`src/ctc_pkg.sv`:
```
package ctc_pkg;

   // Number of reserved-word match slots; only the first WORD_COUNT are defined.
   localparam int KEYWORD_COUNT = 16;
   localparam int WORD_COUNT = 16;
   localparam int WORD_MAX = 8;
   localparam logic [3:0] POS_MAX = 4'd9;

   // output queue slots; count and entry indexes are 3 bits wide
   localparam int QUEUE_DEPTH = 4;

   typedef enum logic [2:0] {
      KIND_RESERVED = 3'd0,
      KIND_OPERATOR = 3'd1,
      KIND_INTEGER  = 3'd2,
      KIND_FLOAT    = 3'd3,
      KIND_VARIABLE = 3'd4,
      KIND_LINE_END = 3'd5,
      KIND_ST_ERROR = 3'd6,
      KIND_ST_OK    = 3'd7
   } kind_type;

   typedef struct packed {
      kind_type kind;
      logic     last;
   } rsl_type;

   // Results caused by one accepted word, in order: res0 first.
   typedef struct packed {
      logic [1:0] num;
      rsl_type    res0;
      rsl_type    res1;
   } push_type;

   localparam logic [7:0] Z = 8'h00;

   localparam logic [7:0] WORD_TEXT [WORD_COUNT][WORD_MAX] = '{
      '{"c", "o", "n", "s", "t", Z,   Z,   Z},
      '{"i", "n", "t", Z,   Z,   Z,   Z,   Z},
      '{"f", "l", "o", "a", "t", Z,   Z,   Z},
      '{"d", "o", "u", "b", "l", "e", Z,   Z},
      '{"l", "o", "n", "g", Z,   Z,   Z,   Z},
      '{"s", "t", "a", "t", "i", "c", Z,   Z},
      '{"v", "o", "i", "d", Z,   Z,   Z,   Z},
      '{"c", "h", "a", "r", Z,   Z,   Z,   Z},
      '{"e", "x", "t", "e", "r", "n", Z,   Z},
      '{"r", "e", "t", "u", "r", "n", Z,   Z},
      '{"b", "r", "e", "a", "k", Z,   Z,   Z},
      '{"e", "n", "u", "m", Z,   Z,   Z,   Z},
      '{"s", "t", "r", "u", "c", "t", Z,   Z},
      '{"t", "y", "p", "e", "d", "e", "f", Z},
      '{"u", "n", "i", "o", "n", Z,   Z,   Z},
      '{"g", "o", "t", "o", Z,   Z,   Z,   Z}
   };

   localparam logic [3:0] WORD_LEN [WORD_COUNT] = '{
      4'd5, 4'd3, 4'd5, 4'd6, 4'd4, 4'd6, 4'd4, 4'd4,
      4'd6, 4'd6, 4'd5, 4'd4, 4'd6, 4'd7, 4'd5, 4'd4
   };

endpackage

```
`src/c_subset_token_classifier_core.sv`:
```
// Token classifier for a small C subset. One source byte per word on req_;
// req_end_of_text closes the text, emits a status (7 ok, 6 error) and clears
// all state. Each word passes through the match logic and yields zero
// to two result words on rsp_, the final one of each input word flagged by
// rsp_last. A four-word output queue sets the rate: req_ready stays high while
// at least two queue slots are free, so one byte per cycle is sustained while
// rsp_ready is high; results are registered in the queue.
module c_subset_token_classifier_core (
   input  logic       clock,
   input  logic       reset,
   input  logic       req_valid,
   output logic       req_ready,
   input  logic [7:0] req_character,
   input  logic       req_end_of_text,
   output logic       rsp_valid,
   input  logic       rsp_ready,
   output logic [2:0] rsp_token_kind,
   output logic       rsp_last
);

   ctc_pkg::push_type push;
   ctc_pkg::rsl_type  out_word;
   logic              accept;

   assign accept = req_valid && req_ready;

   ctc_classifier u_classifier (
      .clock       (clock),
      .reset       (reset),
      .accept      (accept),
      .character   (req_character),
      .end_of_text (req_end_of_text),
      .push        (push)
   );

   ctc_out_queue u_out_queue (
      .clock     (clock),
      .reset     (reset),
      .push      (push),
      .in_ready  (req_ready),
      .out_valid (rsp_valid),
      .out_ready (rsp_ready),
      .out_word  (out_word)
   );

   assign rsp_token_kind = 3'(out_word.kind);
   assign rsp_last       = out_word.last;

endmodule

```
`src/ctc_classifier.sv`:
```
module ctc_classifier (
   input  logic              clock,
   input  logic              reset,
   input  logic              accept,
   input  logic [7:0]        character,
   input  logic              end_of_text,
   output ctc_pkg::push_type push
);

   localparam int KC = ctc_pkg::KEYWORD_COUNT;

   logic          open_ff, open_in;
   logic [3:0]    pos_ff, pos_in;
   logic [KC-1:0] cand_ff, cand_in;
   logic [7:0]    opf_ff, opf_in;
   logic          num_ff, num_in;
   logic [1:0]    dot_ff, dot_in;
   logic          ident_ff, ident_in;
   logic          err_ff, err_in;
   logic          lwle_ff, lwle_in;

   logic              is_digit, is_letter, is_space, is_semi, is_dot;
   logic              c_single, c_head, opf_single, opf_head;
   logic              kw_close, found, close_now, tok_ok, err_next, lw_next, has_tail;
   ctc_pkg::kind_type tok_kind, tail_kind;

   always_comb begin
      is_digit   = (character >= "0") && (character <= "9");
      is_letter  = ((character >= "A") && (character <= "Z")) ||
                   ((character >= "a") && (character <= "z"));
      is_space   = (character == " ") || ((character >= 8'd9) && (character <= 8'd13));
      is_semi    = (character == ";");
      is_dot     = (character == ".");
      c_single   = (character == "+") || (character == "-") || (character == "*") ||
                   (character == "/") || (character == "=") || (character == ">") ||
                   (character == "<");
      c_head     = (character == "=") || (character == "!") || (character == ">") ||
                   (character == "<");
      opf_single = (opf_ff == "+") || (opf_ff == "-") || (opf_ff == "*") ||
                   (opf_ff == "/") || (opf_ff == "=") || (opf_ff == ">") ||
                   (opf_ff == "<");
      opf_head   = (opf_ff == "=") || (opf_ff == "!") || (opf_ff == ">") ||
                   (opf_ff == "<");

      // reserved-word hit on close: candidate alive and length reached
      kw_close = 1'b0;
      for (int k = 0; k < KC; k++) begin
         if (k < ctc_pkg::WORD_COUNT) begin
            if (cand_ff[k] &&
                ctc_pkg::WORD_LEN[k % ctc_pkg::WORD_COUNT] == pos_ff) begin
               kw_close = 1'b1;
            end
         end
      end

      found    = 1'b1;
      tok_kind = ctc_pkg::KIND_VARIABLE;
      if (kw_close) begin
         tok_kind = ctc_pkg::KIND_RESERVED;
      end else if (pos_ff == 4'd1 && opf_single) begin
         tok_kind = ctc_pkg::KIND_OPERATOR;
      end else if (pos_ff == 4'd2 && opf_ff != 8'h00) begin
         tok_kind = ctc_pkg::KIND_OPERATOR;
      end else if (num_ff && dot_ff == 2'd0) begin
         tok_kind = ctc_pkg::KIND_INTEGER;
      end else if (num_ff && dot_ff == 2'd1) begin
         tok_kind = ctc_pkg::KIND_FLOAT;
      end else if (!ident_ff) begin
         found = 1'b0;
      end

      close_now = open_ff && (end_of_text || is_semi || is_space);
      tok_ok    = close_now && found;
      err_next  = err_ff || (close_now && !found);
      lw_next   = close_now ? 1'b0 : lwle_ff;
      has_tail  = end_of_text || is_semi;
      if (end_of_text) begin
         tail_kind = (err_next || !lw_next) ? ctc_pkg::KIND_ST_ERROR : ctc_pkg::KIND_ST_OK;
      end else begin
         tail_kind = ctc_pkg::KIND_LINE_END;
      end

      push.num       = (accept && tok_ok && has_tail) ? 2'd2 :
                       (accept && (tok_ok || has_tail)) ? 2'd1 : 2'd0;
      push.res0.kind = tok_ok ? tok_kind : tail_kind;
      push.res0.last = !(tok_ok && has_tail);
      push.res1.kind = tail_kind;
      push.res1.last = 1'b1;

      open_in  = open_ff;
      pos_in   = pos_ff;
      cand_in  = cand_ff;
      opf_in   = opf_ff;
      num_in   = num_ff;
      dot_in   = dot_ff;
      ident_in = ident_ff;
      err_in   = err_ff;
      lwle_in  = lwle_ff;

      if (accept) begin
         if (end_of_text || is_semi || is_space) begin
            if (close_now) begin
               open_in  = 1'b0;
               pos_in   = 4'd0;
               cand_in  = '1;
               opf_in   = 8'h00;
               num_in   = 1'b1;
               dot_in   = 2'd0;
               ident_in = 1'b1;
            end
            err_in  = err_next;
            lwle_in = end_of_text ? 1'b0 : (is_semi ? 1'b1 : lw_next);
            if (end_of_text) begin
               err_in = 1'b0;
            end
         end else begin
            for (int k = 0; k < KC; k++) begin
               if (k < ctc_pkg::WORD_COUNT) begin
                  if (!(pos_ff < ctc_pkg::WORD_LEN[k % ctc_pkg::WORD_COUNT] &&
                        ctc_pkg::WORD_TEXT[k % ctc_pkg::WORD_COUNT][pos_ff[2:0]] ==
                        character)) begin
                     cand_in[k] = 1'b0;
                  end
               end else begin
                  cand_in[k] = 1'b0;
               end
            end
            if (pos_ff == 4'd0) begin
               opf_in = (c_single || c_head) ? character : 8'h00;
            end else if (pos_ff == 4'd1 && !(character == "=" && opf_head)) begin
               opf_in = 8'h00;
            end
            if (is_dot) begin
               if (dot_ff != 2'd2) begin
                  dot_in = dot_ff + 2'd1;
               end
            end else if (!is_digit) begin
               num_in = 1'b0;
            end
            if ((pos_ff == 4'd0 && is_digit) ||
                !(is_letter || is_digit || character == "_")) begin
               ident_in = 1'b0;
            end
            open_in = 1'b1;
            if (pos_ff < ctc_pkg::POS_MAX) begin
               pos_in = pos_ff + 4'd1;
            end
         end
      end
   end

   always_ff @(posedge clock) begin
      if (reset) begin
         open_ff  <= 1'b0;
         pos_ff   <= 4'd0;
         cand_ff  <= '1;
         opf_ff   <= 8'h00;
         num_ff   <= 1'b1;
         dot_ff   <= 2'd0;
         ident_ff <= 1'b1;
         err_ff   <= 1'b0;
         lwle_ff  <= 1'b0;
      end else begin
         open_ff  <= open_in;
         pos_ff   <= pos_in;
         cand_ff  <= cand_in;
         opf_ff   <= opf_in;
         num_ff   <= num_in;
         dot_ff   <= dot_in;
         ident_ff <= ident_in;
         err_ff   <= err_in;
         lwle_ff  <= lwle_in;
      end
   end

endmodule

```
`src/ctc_out_queue.sv`:
```
module ctc_out_queue (
   input  logic              clock,
   input  logic              reset,
   input  ctc_pkg::push_type push,
   output logic              in_ready,
   output logic              out_valid,
   input  logic              out_ready,
   output ctc_pkg::rsl_type  out_word
);

   logic [2:0]       count_ff, count_in;
   ctc_pkg::rsl_type entry_ff [ctc_pkg::QUEUE_DEPTH];
   ctc_pkg::rsl_type entry_in [ctc_pkg::QUEUE_DEPTH];
   logic             pop;
   logic [2:0]       base;

   // room for two words so any input word can be taken
   assign in_ready  = (count_ff <= 3'(ctc_pkg::QUEUE_DEPTH - 2));
   assign out_valid = (count_ff != 3'd0);
   assign out_word  = entry_ff[0];
   assign pop       = out_valid && out_ready;

   always_comb begin
      base = count_ff - {2'b00, pop};
      for (int i = 0; i < ctc_pkg::QUEUE_DEPTH; i++) begin
         if (pop && i < ctc_pkg::QUEUE_DEPTH - 1) begin
            entry_in[i] = entry_ff[(i + 1) % ctc_pkg::QUEUE_DEPTH];
         end else begin
            entry_in[i] = entry_ff[i];
         end
         if (push.num != 2'd0 && 3'(i) == base) begin
            entry_in[i] = push.res0;
         end
         if (push.num == 2'd2 && 3'(i) == base + 3'd1) begin
            entry_in[i] = push.res1;
         end
      end
      count_in = base + {1'b0, push.num};
   end

   always_ff @(posedge clock) begin
      if (reset) begin
         count_ff <= 3'd0;
      end else begin
         count_ff <= count_in;
      end
   end

   always_ff @(posedge clock) begin
      for (int i = 0; i < ctc_pkg::QUEUE_DEPTH; i++) begin
         entry_ff[i] <= entry_in[i];
      end
   end

endmodule

```
`config.mk`:
```
export PLATFORM = sky130hd
export DESIGN_NAME = c_subset_token_classifier_core
export DESIGN_NICKNAME = d
export VERILOG_FILES = /design/src/ctc_pkg.sv /design/src/c_subset_token_classifier_core.sv /design/src/ctc_classifier.sv /design/src/ctc_out_queue.sv
export SDC_FILE = /design/constraint.sdc
export NUM_CORES = 1
export LEC_CHECK = 0
export ABC_AREA = 1
export BUFFER_PORTS_ARGS = -buffer_cell sky130_fd_sc_hd__buf_2
export CAP_MARGIN = 20
export CORE_MARGIN = 5
export CORE_UTILIZATION = 40
export CTS_CLUSTER_SIZE = 10
export DETAILED_ROUTE_END_ITERATION = 8
export GPL_TIMING_DRIVEN = 0
export PLACE_DENSITY = 0.61
export SLEW_MARGIN = 10
export SYNTH_ARGS = -nofsm -noshare
export SYNTH_HDL_FRONTEND = slang
export SYNTH_SLANG_ARGS = --single-unit
```
`constraint.sdc`:
```
create_clock -name clock -period 6.65 [get_ports clock]
set_input_delay 0 -clock clock [delete_from_list [all_inputs] [get_ports clock]]
set_output_delay 0 -clock clock [all_outputs]
set_load 0.005 [all_outputs]
```
# Word-level counts from Yosys, hierarchy flattened

Memory sizes are Yosys's and may differ from the RTL's.
Cells that the tools add are included.

Word-level logic and storage cells: 381
Bits of input ports: 13
ROM bits: 1024
Output and inout bits: 6
Memories: 17
Flip-flop bits (word level): 38
Bits in writable memories: 16

Memory list:

| memory           | depth | bits a word | rd ports | clocked after Yosys merged registers in | write ports | RTL line              | text |
|---|---|---|---|---|---|---|---|
| (name not given) | 8     | 8           | 1        | 0                                       | 0           | ctc_classifier.sv:120 | `ctc_pkg::WORD_TEXT[k % ctc_pkg::WORD_COUNT][pos_ff[2:0]] ==` |
| (name not given) | 8     | 8           | 1        | 0                                       | 0           | ctc_classifier.sv:120 |  |
| (name not given) | 8     | 8           | 1        | 0                                       | 0           | ctc_classifier.sv:120 |  |
| (name not given) | 8     | 8           | 1        | 0                                       | 0           | ctc_classifier.sv:120 |  |
| (name not given) | 8     | 8           | 1        | 0                                       | 0           | ctc_classifier.sv:120 |  |
| (name not given) | 8     | 8           | 1        | 0                                       | 0           | ctc_classifier.sv:120 |  |
| 11 more memories | -     | -           | -        | -                                       | -           | -                     |  |

Add/subtract/negate cells: 5
Reductions and logical operators: 129
Bitwise operators: 1
Multiplexer cells: 117
Magnitude comparators: 16
Equality and inequality tests: 71

Operators with widths:

| operator                                                                            | count |
|---|---|
| 8-bit two-way mux                                                                   | 37 |
| 8-bit by 6-bit == test with 1-bit output, second input constant                     | 19 |
| 8-bit == test                                                                       | 16 |
| 1-bit logical AND                                                                   | 60 |
| 3-bit AND reduction                                                                 | 19 |
| 4-bit two-way mux                                                                   | 14 |
| 1-bit two-way mux                                                                   | 52 |
| 2-bit by 1-bit != test with 1-bit output, second input constant                     | 17 |
| 16-bit two-way mux                                                                  | 2 |
| 1-bit logical OR                                                                    | 29 |
| 3-bit two-way mux                                                                   | 7 |
| 3-bit by 4-bit == test with 1-bit output, first input constant                      | 4 |
| 8-bit by 7-bit greater-or-equal comparator with 1-bit output, second input constant | 2 |
| 8-bit by 7-bit less-or-equal comparator with 1-bit output, second input constant    | 2 |
| 4-bit by 3-bit less-than comparator with 1-bit output, second input constant        | 4 |
| 2-bit by 3-bit == test with 1-bit output, first input constant                      | 4 |
| 2-bit two-way mux                                                                   | 5 |
| 2-bit nonzero test                                                                  | 5 |
| 8-bit by 7-bit == test with 1-bit output, second input constant                     | 1 |
| 8-bit by 4-bit greater-or-equal comparator with 1-bit output, second input constant | 1 |
| 8-bit by 6-bit greater-or-equal comparator with 1-bit output, second input constant | 1 |
| 8-bit by 4-bit less-or-equal comparator with 1-bit output, second input constant    | 1 |
| 8-bit by 6-bit less-or-equal comparator with 1-bit output, second input constant    | 1 |
| 4-bit AND reduction                                                                 | 2 |
| 24 further kinds                                                                    | 34 |

# Longest topological paths before layout

Gate-level depths: netlist (run 1).

Depth in word-level cells: 28
Gate-level depth with buffers: 20
Gate-level depth less buffers: 19

# Cells and area by module

From an unflattened synthesis (run 1), not the netlist that was laid out.

Cell total of the unflattened synthesis: 743
Area total of the unflattened synthesis: 4640.7 um^2

Modules (own cells, without submodules):

| module                         | times used | seq. area each (um^2) | cells each | area each (um^2) |
|---|---|---|---|---|
| ctc_classifier                 | 1          | 700.7                 | 587        | 3465.8 |
| ctc_out_queue                  | 1          | 540.5                 | 154        | 1167.4 |
| c_subset_token_classifier_core | 1          | 0.0                   | 2          | 7.5 |

# Worst setup path after synthesis (run 1)

No wires, ideal clock.

Path kind: flip-flop to flip-flop
Start point: register u_classifier.pos_ff[1]
End point: register u_out_queue.count_ff[2]
Setup slack: 4059 ps
Path buffers: 1
Period minus slack after synthesis: 2591 ps
Cell stages (with the launch flop): 18
Required time: 6580 ps
Data arrival time: 2522 ps
Library setup time: 70 ps
Path through: dfxtp_1 > inv_1 > ha_1 > clkbuf_1 > nand2_1 > a21oi_1 > nor2_1 > nand3_1 > nand2_4 > nand2_1 > nand2_1 > nor2_1 > ha_1 > inv_1 > fa_1 > inv_1 > o21ai_0 > a21oi_1

Word-level cells in the longest chain between the ends: 25
Elaborated cells between the ends (all ways): 52
Those cells by class: add/sub (1); eq/ne (7); mux (21); reduce/logical (23)

RTL lines:

| element                                  | RTL line              | text |
|---|---|---|
| from (decl)                              | ctc_classifier.sv:13  | `logic [3:0] pos_ff, pos_in;` |
| from (signal assigned)                   | ctc_classifier.sv:165 | `pos_ff <= pos_in;` |
| 3-bit by 4-bit == test with 1-bit output | ctc_classifier.sv:50  | `ctc_pkg::WORD_LEN[k % ctc_pkg::WORD_COUNT] == pos_ff) begin` |
| 1-bit logical AND                        | ctc_classifier.sv:49  | `if (cand_ff[k] &&` |
| 1-bit two-way mux (16 in a row)          | ctc_classifier.sv:49  |  |
| 1-bit two-way mux *                      | ctc_classifier.sv:58  | `if (kw_close) begin` |
| 1-bit logical AND *                      | ctc_classifier.sv:73  | `tok_ok = close_now && found;` |
| 1-bit logical OR                         | ctc_classifier.sv:84  | `(accept && (tok_ok \|\| has_tail)) ? 2'd1 : 2'd0;` |
| 1-bit logical AND                        | ctc_classifier.sv:84  |  |
| 1-bit two-way mux                        | ctc_classifier.sv:84  |  |
| 2-bit two-way mux *                      | ctc_classifier.sv:83  | `push.num = (accept && tok_ok && has_tail) ? 2'd2 :` |
| 3-bit by 2-bit adder with 3-bit output * | ctc_out_queue.sv:38   | `count_in = base + {1'b0, push.num};` |
| to (signal assigned)                     | ctc_out_queue.sv:45   | `count_ff <= count_in;` |
| to (decl)                                | ctc_out_queue.sv:11   | `logic [2:0] count_ff, count_in;` |

Every way passes the cells marked *; elsewhere a longest branch is shown, timed or not.
A chain may end at the register's enable or synchronous reset.

# Worst setup path in the final report (run 1)

Same ends and word-level chain as after synthesis.

==> results of run 1 <==
## worst register-to-register path, stage by stage (launching register included)
cell	delay, ns
dfxtp_1	0.47
inv_1	0.28
ha_1	0.19
clkbuf_1	0.41
nand2_1	0.19
a21oi_1	0.26
nor2_1	0.08
nand3_1	0.11
nand2_4	0.08
nand2_1	0.13
nand2_1	0.14
nor2_1	0.17
ha_1	0.17
inv_1	0.05
fa_1	0.35
inv_1	0.08
o21ai_0	0.08
a21oi_1	0.16
## registers in the layout, summed over array words and instances, names as in the netlist
register and count:
u_classifier.opf_ff 8, u_out_queue.count_ff 3, u_classifier.pos_ff 4, u_classifier.lwle_ff 1
u_classifier.ident_ff 1, u_classifier.err_ff 1, u_classifier.open_ff 1, u_classifier.dot_ff 2
u_out_queue.entry_ff 16, u_classifier.num_ff 1, u_classifier.cand_ff 16
## logic make-up (layout without fill, tap and decap cells)
kind of cell    after synthesis  in the layout  synth area share (%)
xor+xnor                     28             28                  5.64
compound gates              101            101                  13.6
buf+inv                     107            131                  9.89
fa+ha+maj                    17             17                  5.06
simple gates                377            377                  39.1
flops                        54             54                  26.7
## worst max path at each step
| stage | start | end | slack [ns] | depth (start not counted) |
|---|---|---|---|---|
| after detailed placement | u_classifier.pos_ff[1] | u_out_queue.count_ff[2] | 3.28 | 17 |
| final | u_classifier.pos_ff[1] | u_out_queue.count_ff[2] | 3.18 | 17 |
| after global routing | u_classifier.pos_ff[1] | u_out_queue.count_ff[2] | 2.95 | 17 |
| after global placement | u_classifier.pos_ff[1] | u_out_queue.count_ff[2] | 3.38 | 17 |
| after CTS | u_classifier.pos_ff[1] | u_out_queue.count_ff[2] | 3.25 | 17 |
| after floorplan | u_classifier.pos_ff[1] | u_out_queue.count_ff[2] | 4.06 | 17 |
## per-stage QoR
step | util, % | std cells | hold slack (ns) | setup slack (ns)
after detailed placement | 42.8 | 839 | 0.218 | 3.28
after floorplan | - | 684 | 0.0785 | 4.06
final | 43.9 | 848 | 0.0192 | 3.18
after global routing | 43.9 | 848 | 0.0180 | 2.95
after CTS | 43.9 | 848 | 0.00729 | 3.25
after global placement | 42.8 | 839 | 0.198 | 3.38
## routing by layer
metal | part of all wire, % | global-route usage [%] | wire (microns)
met1 | 47 | 30.8 | 6720
met2 | 45 | 35.8 | 6420
met3 | 6.0 | 3.22 | 865
met4 | 2.4 | 8.71 | 338
met5 | 0 | 0 | 0
## power breakdown
group          total, mW  leakage, nW  internal, mW  switching, mW
logic              0.746         1.78         0.237          0.509
clock network      0.227       0.0554         0.113          0.114
registers          0.465        0.455         0.420         0.0445
## final cells by class
| cell class | count | area, sq um |
|---|---|---|
| inverter | 88 | 330 |
| fill | 1182 | 6020 |
| timing repair buffer | 16 | 85.1 |
| clock buffer | 6 | 72.6 |
| tap | 140 | 175 |
| multi-input combinational | 523 | 2760 |
| clock inverter | 2 | 38.8 |
| sequential | 54 | 1160 |
| buffer | 19 | 100 |
## cells in the mapped netlist (4+ instances only)
cell type,number
nor2_4,4
nor4_1,7
ha_1,16
xor2_1,25
nand2_1,158
nand3_1,67
a31oi_1,5
a211oi_1,8
buf_2,5
o21ai_0,41
nand2_4,5
nor2_1,94
clkbuf_1,10
inv_1,77
nor3_1,17
edfxtp_1,8
a21oi_1,24
inv_2,10
nand4_1,12
dfxtp_1,46
==> impl_metrics.csv, run 1 <==
group,metric,value,unit
outcome,status,"finished clean",
cts,cts_buffer_depth,2,
power_and_ir_drop,peakVddDrop,191,uV
synthesis,netlist_area,0.00435,sq mm
synthesis,syn_nets,714,
synthesis,async_reset_ff_share,0,%
route,first_pass_iters,5,
setup_path,r2r_end,"u_out_queue.count_ff[2]",
setup_path,reg2reg_from,"u_classifier.pos_ff[1]",
synthesis,synth_ff_type,"dfxtp_1",
die,fp.dieW,114,microns
final_layout,final_common_cell,"nand2_1",
sta,slew_violations,0,
cts,cts.sinks,54,
worst_hold_path,min_from,"req_valid",
power_and_ir_drop,power,1.44,mW
sta,fin_tns_setup,0,ns
final_layout,area_growth,8.54,%
synthesis,synth-seq-area-share,26.7,%
sta,hold_viol_final,0,
cts,hold_buffers,1,
setup_path,r2r_slack,3.18,ns
setup_path,worst-path-buf-inv,4,
sta,period_needed,3.47,ns
cts,clk_latency,0.33,ns
route,drc,0,
setup_path,cp_cell_sequence,"inv_1 > ha_1 > clkbuf_1 > nand2_1 > a21oi_1 > nor2_1 > nand3_1 > nand2_4 > nand2_1 > nand2_1 > nor2_1 > ha_1 > inv_1 > fa_1 > inv_1 > o21ai_0 > a21oi_1",
placed_design,routabilityCongestion,0.952,
final_layout,num-nets-final,737,
sta,finalSetupViolations,0,
die,dieArea,0.0131,sq mm
route,ant_nets,0,
setup_path,cp-start-kind,"flip-flop",
route,vias_per_cell,5.47,
setup_path,critPathMaxStageDelay,0.47,ns
setup_path,cpMaxStageDelayCell,"dfxtp_1",
worst_hold_path,holdPathEnd,"u_classifier.open_ff",
grt,first_global_vias,4469,
setup_path,cp.arrival,3.70,ns
setup_path,cp_max_fo,10,
die,core,0.0107,sq mm
setup_path,end_kind,"flip-flop",
sta,relSlewSlack,50.7,%
sta,clock.fmax,288,MHz
setup_path,critPathRequiredTime,6.88,ns
synthesis,synth_cell_type_count,47,
die,start_util,40.5,%
final_layout,drive_above_1_share,8.62,%
synthesis,postSynthAreaPerCell,6.36,sq um
grt,track_usage,22.5,%
setup_path,r2r_cells,17,
cts,cts_resized,0,
cts,cts_tree,"yes",
synthesis,synth_edf_count,8,
grt,gr-total-overflow,0,
placed_design,io_buffer_count,15,
synthesis,synth_top_area_share,21.2,%
grt,grt_max_degree,18,
sta,rsz0062_at_grt,"false",
grt,antenna_found_initial,0,
grt,grt_pass1_wl,23200,microns
cts,cts-root-buf,"clkbuf_8",
synthesis,synth_top_cell_by_area,"dfxtp_1",
final_layout,n_antenna_cell,0,
placed_design,hpwl,11000,microns
worst_hold_path,hold_depth,3,
job,cap_violations,0,
setup_path,cpLargestDelayFamily,"simple AND/OR/NAND/NOR gates",
cts,path_clk_slew,0.09,ns
final_layout,final_cell_mix,"158 x nand2_1, 94 x nor2_1, 77 x inv_1",
placed_design,placed_cell_area,0.00460,sq mm
cts,post_cts_buffers,0,
route,wirelength,14300,microns
power_and_ir_drop,leakage,2.29,nW
setup_path,path_class,"flip-flop to flip-flop",
sta,fin_crit_sh,52.3,%
synthesis,yosys-top-cells-area,"dfxtp_1 21%, nand2_1 14%, nor2_1 8.1%, nand3_1 7.7%, inv_1 6.6%",
synthesis,synth_cells,684,
route,vias,4642,
worst_hold_path,min_path_type,"primary input to flip-flop",
sta,tightestPinTransition,0.737,ns
cts,htree_levels,2,
route,first_iter_violations,487,
sta,clock_skew,0.0256,ns
die,core.rowCount,38,
synthesis,ys_warn_count,0,
final_layout,stdcell_area,0.00472,sq mm
synthesis,synth-seq-cells,54,
die,io_pins,19,
power_and_ir_drop,powerDensity,304,mW/mm^2
die,die_h,114,microns
route,routedWlPerCell,16.9,microns
cts,cts_buffers,5,
Power figures use the tool's default switching activity.
==> run 2, diff against run 1 <==
--- a/config.mk
+++ b/config.mk
@@ -5,7 +5,7 @@
 export SDC_FILE = /design/constraint.sdc
 export NUM_CORES = 1
 export LEC_CHECK = 0
-export ABC_AREA = 1
+export ABC_AREA = 0
 export BUFFER_PORTS_ARGS = -buffer_cell sky130_fd_sc_hd__buf_2
 export CAP_MARGIN = 20
 export CORE_MARGIN = 5
==> constraint.sdc (replaced) <==
create_clock -name clock -period 3.38 [get_ports clock]
set_input_delay 0 -clock clock [delete_from_list [all_inputs] [get_ports clock]]
set_output_delay 0 -clock clock [all_outputs]
set_load 0.005 [all_outputs]
==> run 2 against run 1 <==
Against the previous run: clock-buffer cell count unchanged; register-to-register slack worse by 3.1 ns; wire length up 29%; first-iteration DRC count up 57%; critical path type unchanged; largest cell class unchanged; highest routed layer unchanged.
==> impl_metrics.csv, run 2 <==
group,metric,value,unit
grt,track_usage,24.9,%
setup_path,cp.arrival,3.45,ns
route,first_pass_iters,5,
synthesis,synth-seq-area-share,23.6,%
setup_path,reg2reg_from,"u_classifier.pos_ff[0]",
placed_design,placed_cell_area,0.00517,sq mm
die,start_util,41.0,%
synthesis,synth_cell_type_count,88,
synthesis,async_reset_ff_share,0,%
synthesis,yosysMostFrequentCell,"o21ai_0",
grt,first_global_vias,4929,
synthesis,synth_xor_xnor_area_share,5.52,%
sta,fin_crit_sh,96.8,%
synthesis,yosys.area_share.simple,27.2,%
power_and_ir_drop,peakVddDrop,179,uV
worst_hold_path,holdPathEnd,"u_out_queue.entry_ff[0][2]",
synthesis,yosys-top-cells-area,"dfxtp_1 19%, o21ai_0 5.4%, a21oi_1 5.2%, edfxtp_1 4.9%, xnor2_1 4.3%",
power_and_ir_drop,leakage,1.95,nW
die,die_h,121,microns
sta,clock_skew,0.00838,ns
grt,grt_max_degree,17,
cts,cts_buffer_depth,2,
setup_path,critPathRequiredTime,3.56,ns
synthesis,synthMuxAreaShare,2.37,%
synthesis,synth_cells,652,
synthesis,synth_top_family_by_area,"compound AO/OA/AOI/OAI gates",
cts,cts-root-buf,"clkbuf_16",
synthesis,synth_top_area_share,18.7,%
worst_hold_path,hold_depth,3,
synthesis,synth_top_cell_by_area,"dfxtp_1",
setup_path,r2r_cells,16,
outcome,status,"finished clean",
synthesis,synth_edf_count,8,
synthesis,ys_warn_count,0,
final_layout,drive_above_1_share,14.4,%
route,wirelength,18500,microns
placed_design,routabilityCongestion,0.991,
sta,hold_viol_final,0,
final_layout,utilization,45.7,%
route,routedWlPerCell,22.3,microns
synthesis,syn_nets,682,
grt,gr-total-overflow,0,
power_and_ir_drop,powerDensity,500,mW/mm^2
final_layout,area_growth,11.6,%
setup_path,path_class,"flip-flop to flip-flop",
setup_path,cp_max_fo,12,
route,drc,0,
job,cap_violations,0,
placed_design,io_buffer_count,14,
cts,htree_levels,2,
die,core,0.0120,sq mm
final_layout,num-nets-final,711,
route,ant_nets,0,
synthesis,postSynthAreaPerCell,7.55,sq um
synthesis,synth-seq-cells,54,
cts,cts.sinks,54,
worst_hold_path,min_path_type,"primary input to flip-flop",
synthesis,synth_fa_ha_area_share,4.48,%
route,vias_per_cell,6.55,
sta,finalSetupViolations,0,
synthesis,netlist_area,0.00492,sq mm
final_layout,final_cell_mix,"53 x o21ai_0, 50 x a21oi_1, 45 x nand2_1",
sta,slew_violations,0,
synthesis,synth_commonest_cells,"53 x o21ai_0, 51 x a21oi_1, 46 x dfxtp_1, 46 x nand2_1, 42 x nor2_1",
final_layout,largestRegisters,"u_classifier.cand_ff x16, u_out_queue.entry_ff x16, u_classifier.opf_ff x8",
sta,relSlewSlack,39.0,%
setup_path,r2r_end,"u_out_queue.count_ff[2]",
cts,clk_latency,0.30,ns
cts,path_clk_slew,0.07,ns
die,dieArea,0.0146,sq mm
die,io_pins,19,
route,vias,5433,
cts,cts_buffers,5,
die,core.rowCount,40,
synthesis,synth_compound_area_share,29.2,%
worst_hold_path,min_from,"rsp_ready",
sta,period_needed,3.27,ns
sta,tightestPinTransition,0.913,ns
die,fp.dieW,121,microns
final_layout,n_antenna_cell,0,
grt,grt_pass1_wl,28300,microns
final_layout,stdcell_area,0.00549,sq mm
setup_path,cp-start-kind,"flip-flop",
final_layout,final_common_cell,"o21ai_0",
placed_design,hpwl,13600,microns
setup_path,r2r_slack,0.11,ns
grt,antenna_found_initial,0,
sta,clock.fmax,306,MHz
setup_path,end_kind,"flip-flop",
synthesis,synth_ff_type,"dfxtp_1",
cts,cts_tree,"yes",
route,first_iter_violations,763,
-- run 2: changes by cell type in the layout (fill, tap and decap cells not counted), moves of 18 or more --
cell     change
xnor2_1     +21
nor2_1      -53
xor2_1      -18
a21oi_1     +26
inv_1       -50
nand3_1     -40
nand2_1    -113
-- run 2: kinds of logic after synthesis --
kind of cell,Yosys count
AND/OR/NAND/NOR,239
buffers and inverters,86
XOR/XNOR,31
flip-flops,54
AO/OA/AOI/OAI,214
multiplexers,11
adder cells (fa/ha/maj),17
-- run 2: how the worst max path moves through the flow --
stage	end	from	depth (start not counted)	slack (ns)
3_3_place_gp	u_classifier.cand_ff[2]	u_classifier.pos_ff[1]	10	-0.94
4_1_cts	u_out_queue.count_ff[2]	u_classifier.pos_ff[0]	16	-0.03
3_5_place_dp	u_out_queue.count_ff[2]	u_classifier.pos_ff[1]	16	-0.79
5_1_grt	u_out_queue.count_ff[2]	u_classifier.pos_ff[0]	16	-0.02
6_report	u_out_queue.count_ff[2]	u_classifier.pos_ff[0]	16	0.11
2_1_floorplan	u_out_queue.count_ff[2]	u_classifier.pos_ff[1]	16	0.12
-- run 2: power by group --
part           total [mW]  switching [mW]  internal, mW  leakage (nW)
clock network       0.538           0.244         0.295        0.0772
registers           0.903          0.0776         0.825         0.455
logic                1.30           0.817         0.486          1.42
total                2.74            1.14          1.61          1.95
-- run 2: critical path: stages, from the launching register on --
cell and delay [ns]:
dfxtp_2 0.35, buf_4 0.20, inv_8 0.11, ha_1 0.18
buf_6 0.14, clkinvlp_4 0.17, or3_4 0.38, o221a_2 0.25
buf_6 0.15, a21oi_4 0.13, nor2_2 0.08, nor3_2 0.19
ha_1 0.17, inv_1 0.05, fa_1 0.37, xnor2_1 0.16
nor2_1 0.05
-- run 2: stage by stage --
| stage | hold WS [ns] | cells | TNS, ns | setup WS [ns] | total power [mW] |
|---|---|---|---|---|---|
| finish | 0.217 | 829 | 0 | 0.109 | 2.74 |
| global route | 0.252 | 829 | -0.0198 | -0.0198 | 2.93 |
| CTS | 0.211 | 821 | -0.0302 | -0.0302 | 2.71 |
| detailed placement | 0.314 | 813 | -15.01 | -0.787 | 2.15 |
| global placement | 0.314 | 813 | -19.45 | -0.939 | 2.14 |
| floorplan | 0.139 | 652 | 0 | 0.118 | 1.79 |
-- run 2: cell type report --
type	instances	area [sq um]
plain buffers	52	274
clock buffers	6	139
inverters	33	140
clock inverters	2	11.3
well taps	147	184
multi-input cells	512	3430
repair buffers	23	153
flip-flops and latches	54	1160
fillers	1248	6520
-- run 2: repair_timing --
action | 4_1_cts | 5_1_grt
resized for setup | 12 | 17
hold endpoints to repair | 1 | 0
buffers inserted | 0 | 8
setup endpoints to repair | 49 | 20
pin swaps | 0 | 3
hold buffers | 1 | 0
-- run 2: routing by layer --
metal  part of all wire (%)  wire length (microns)  GRT usage (%)
met1                     44                   8080           35.5
met2                     44                   8180           38.0
met3                    9.2                   1710           4.01
met4                    2.7                    493           8.14
met5                      0                      0              0
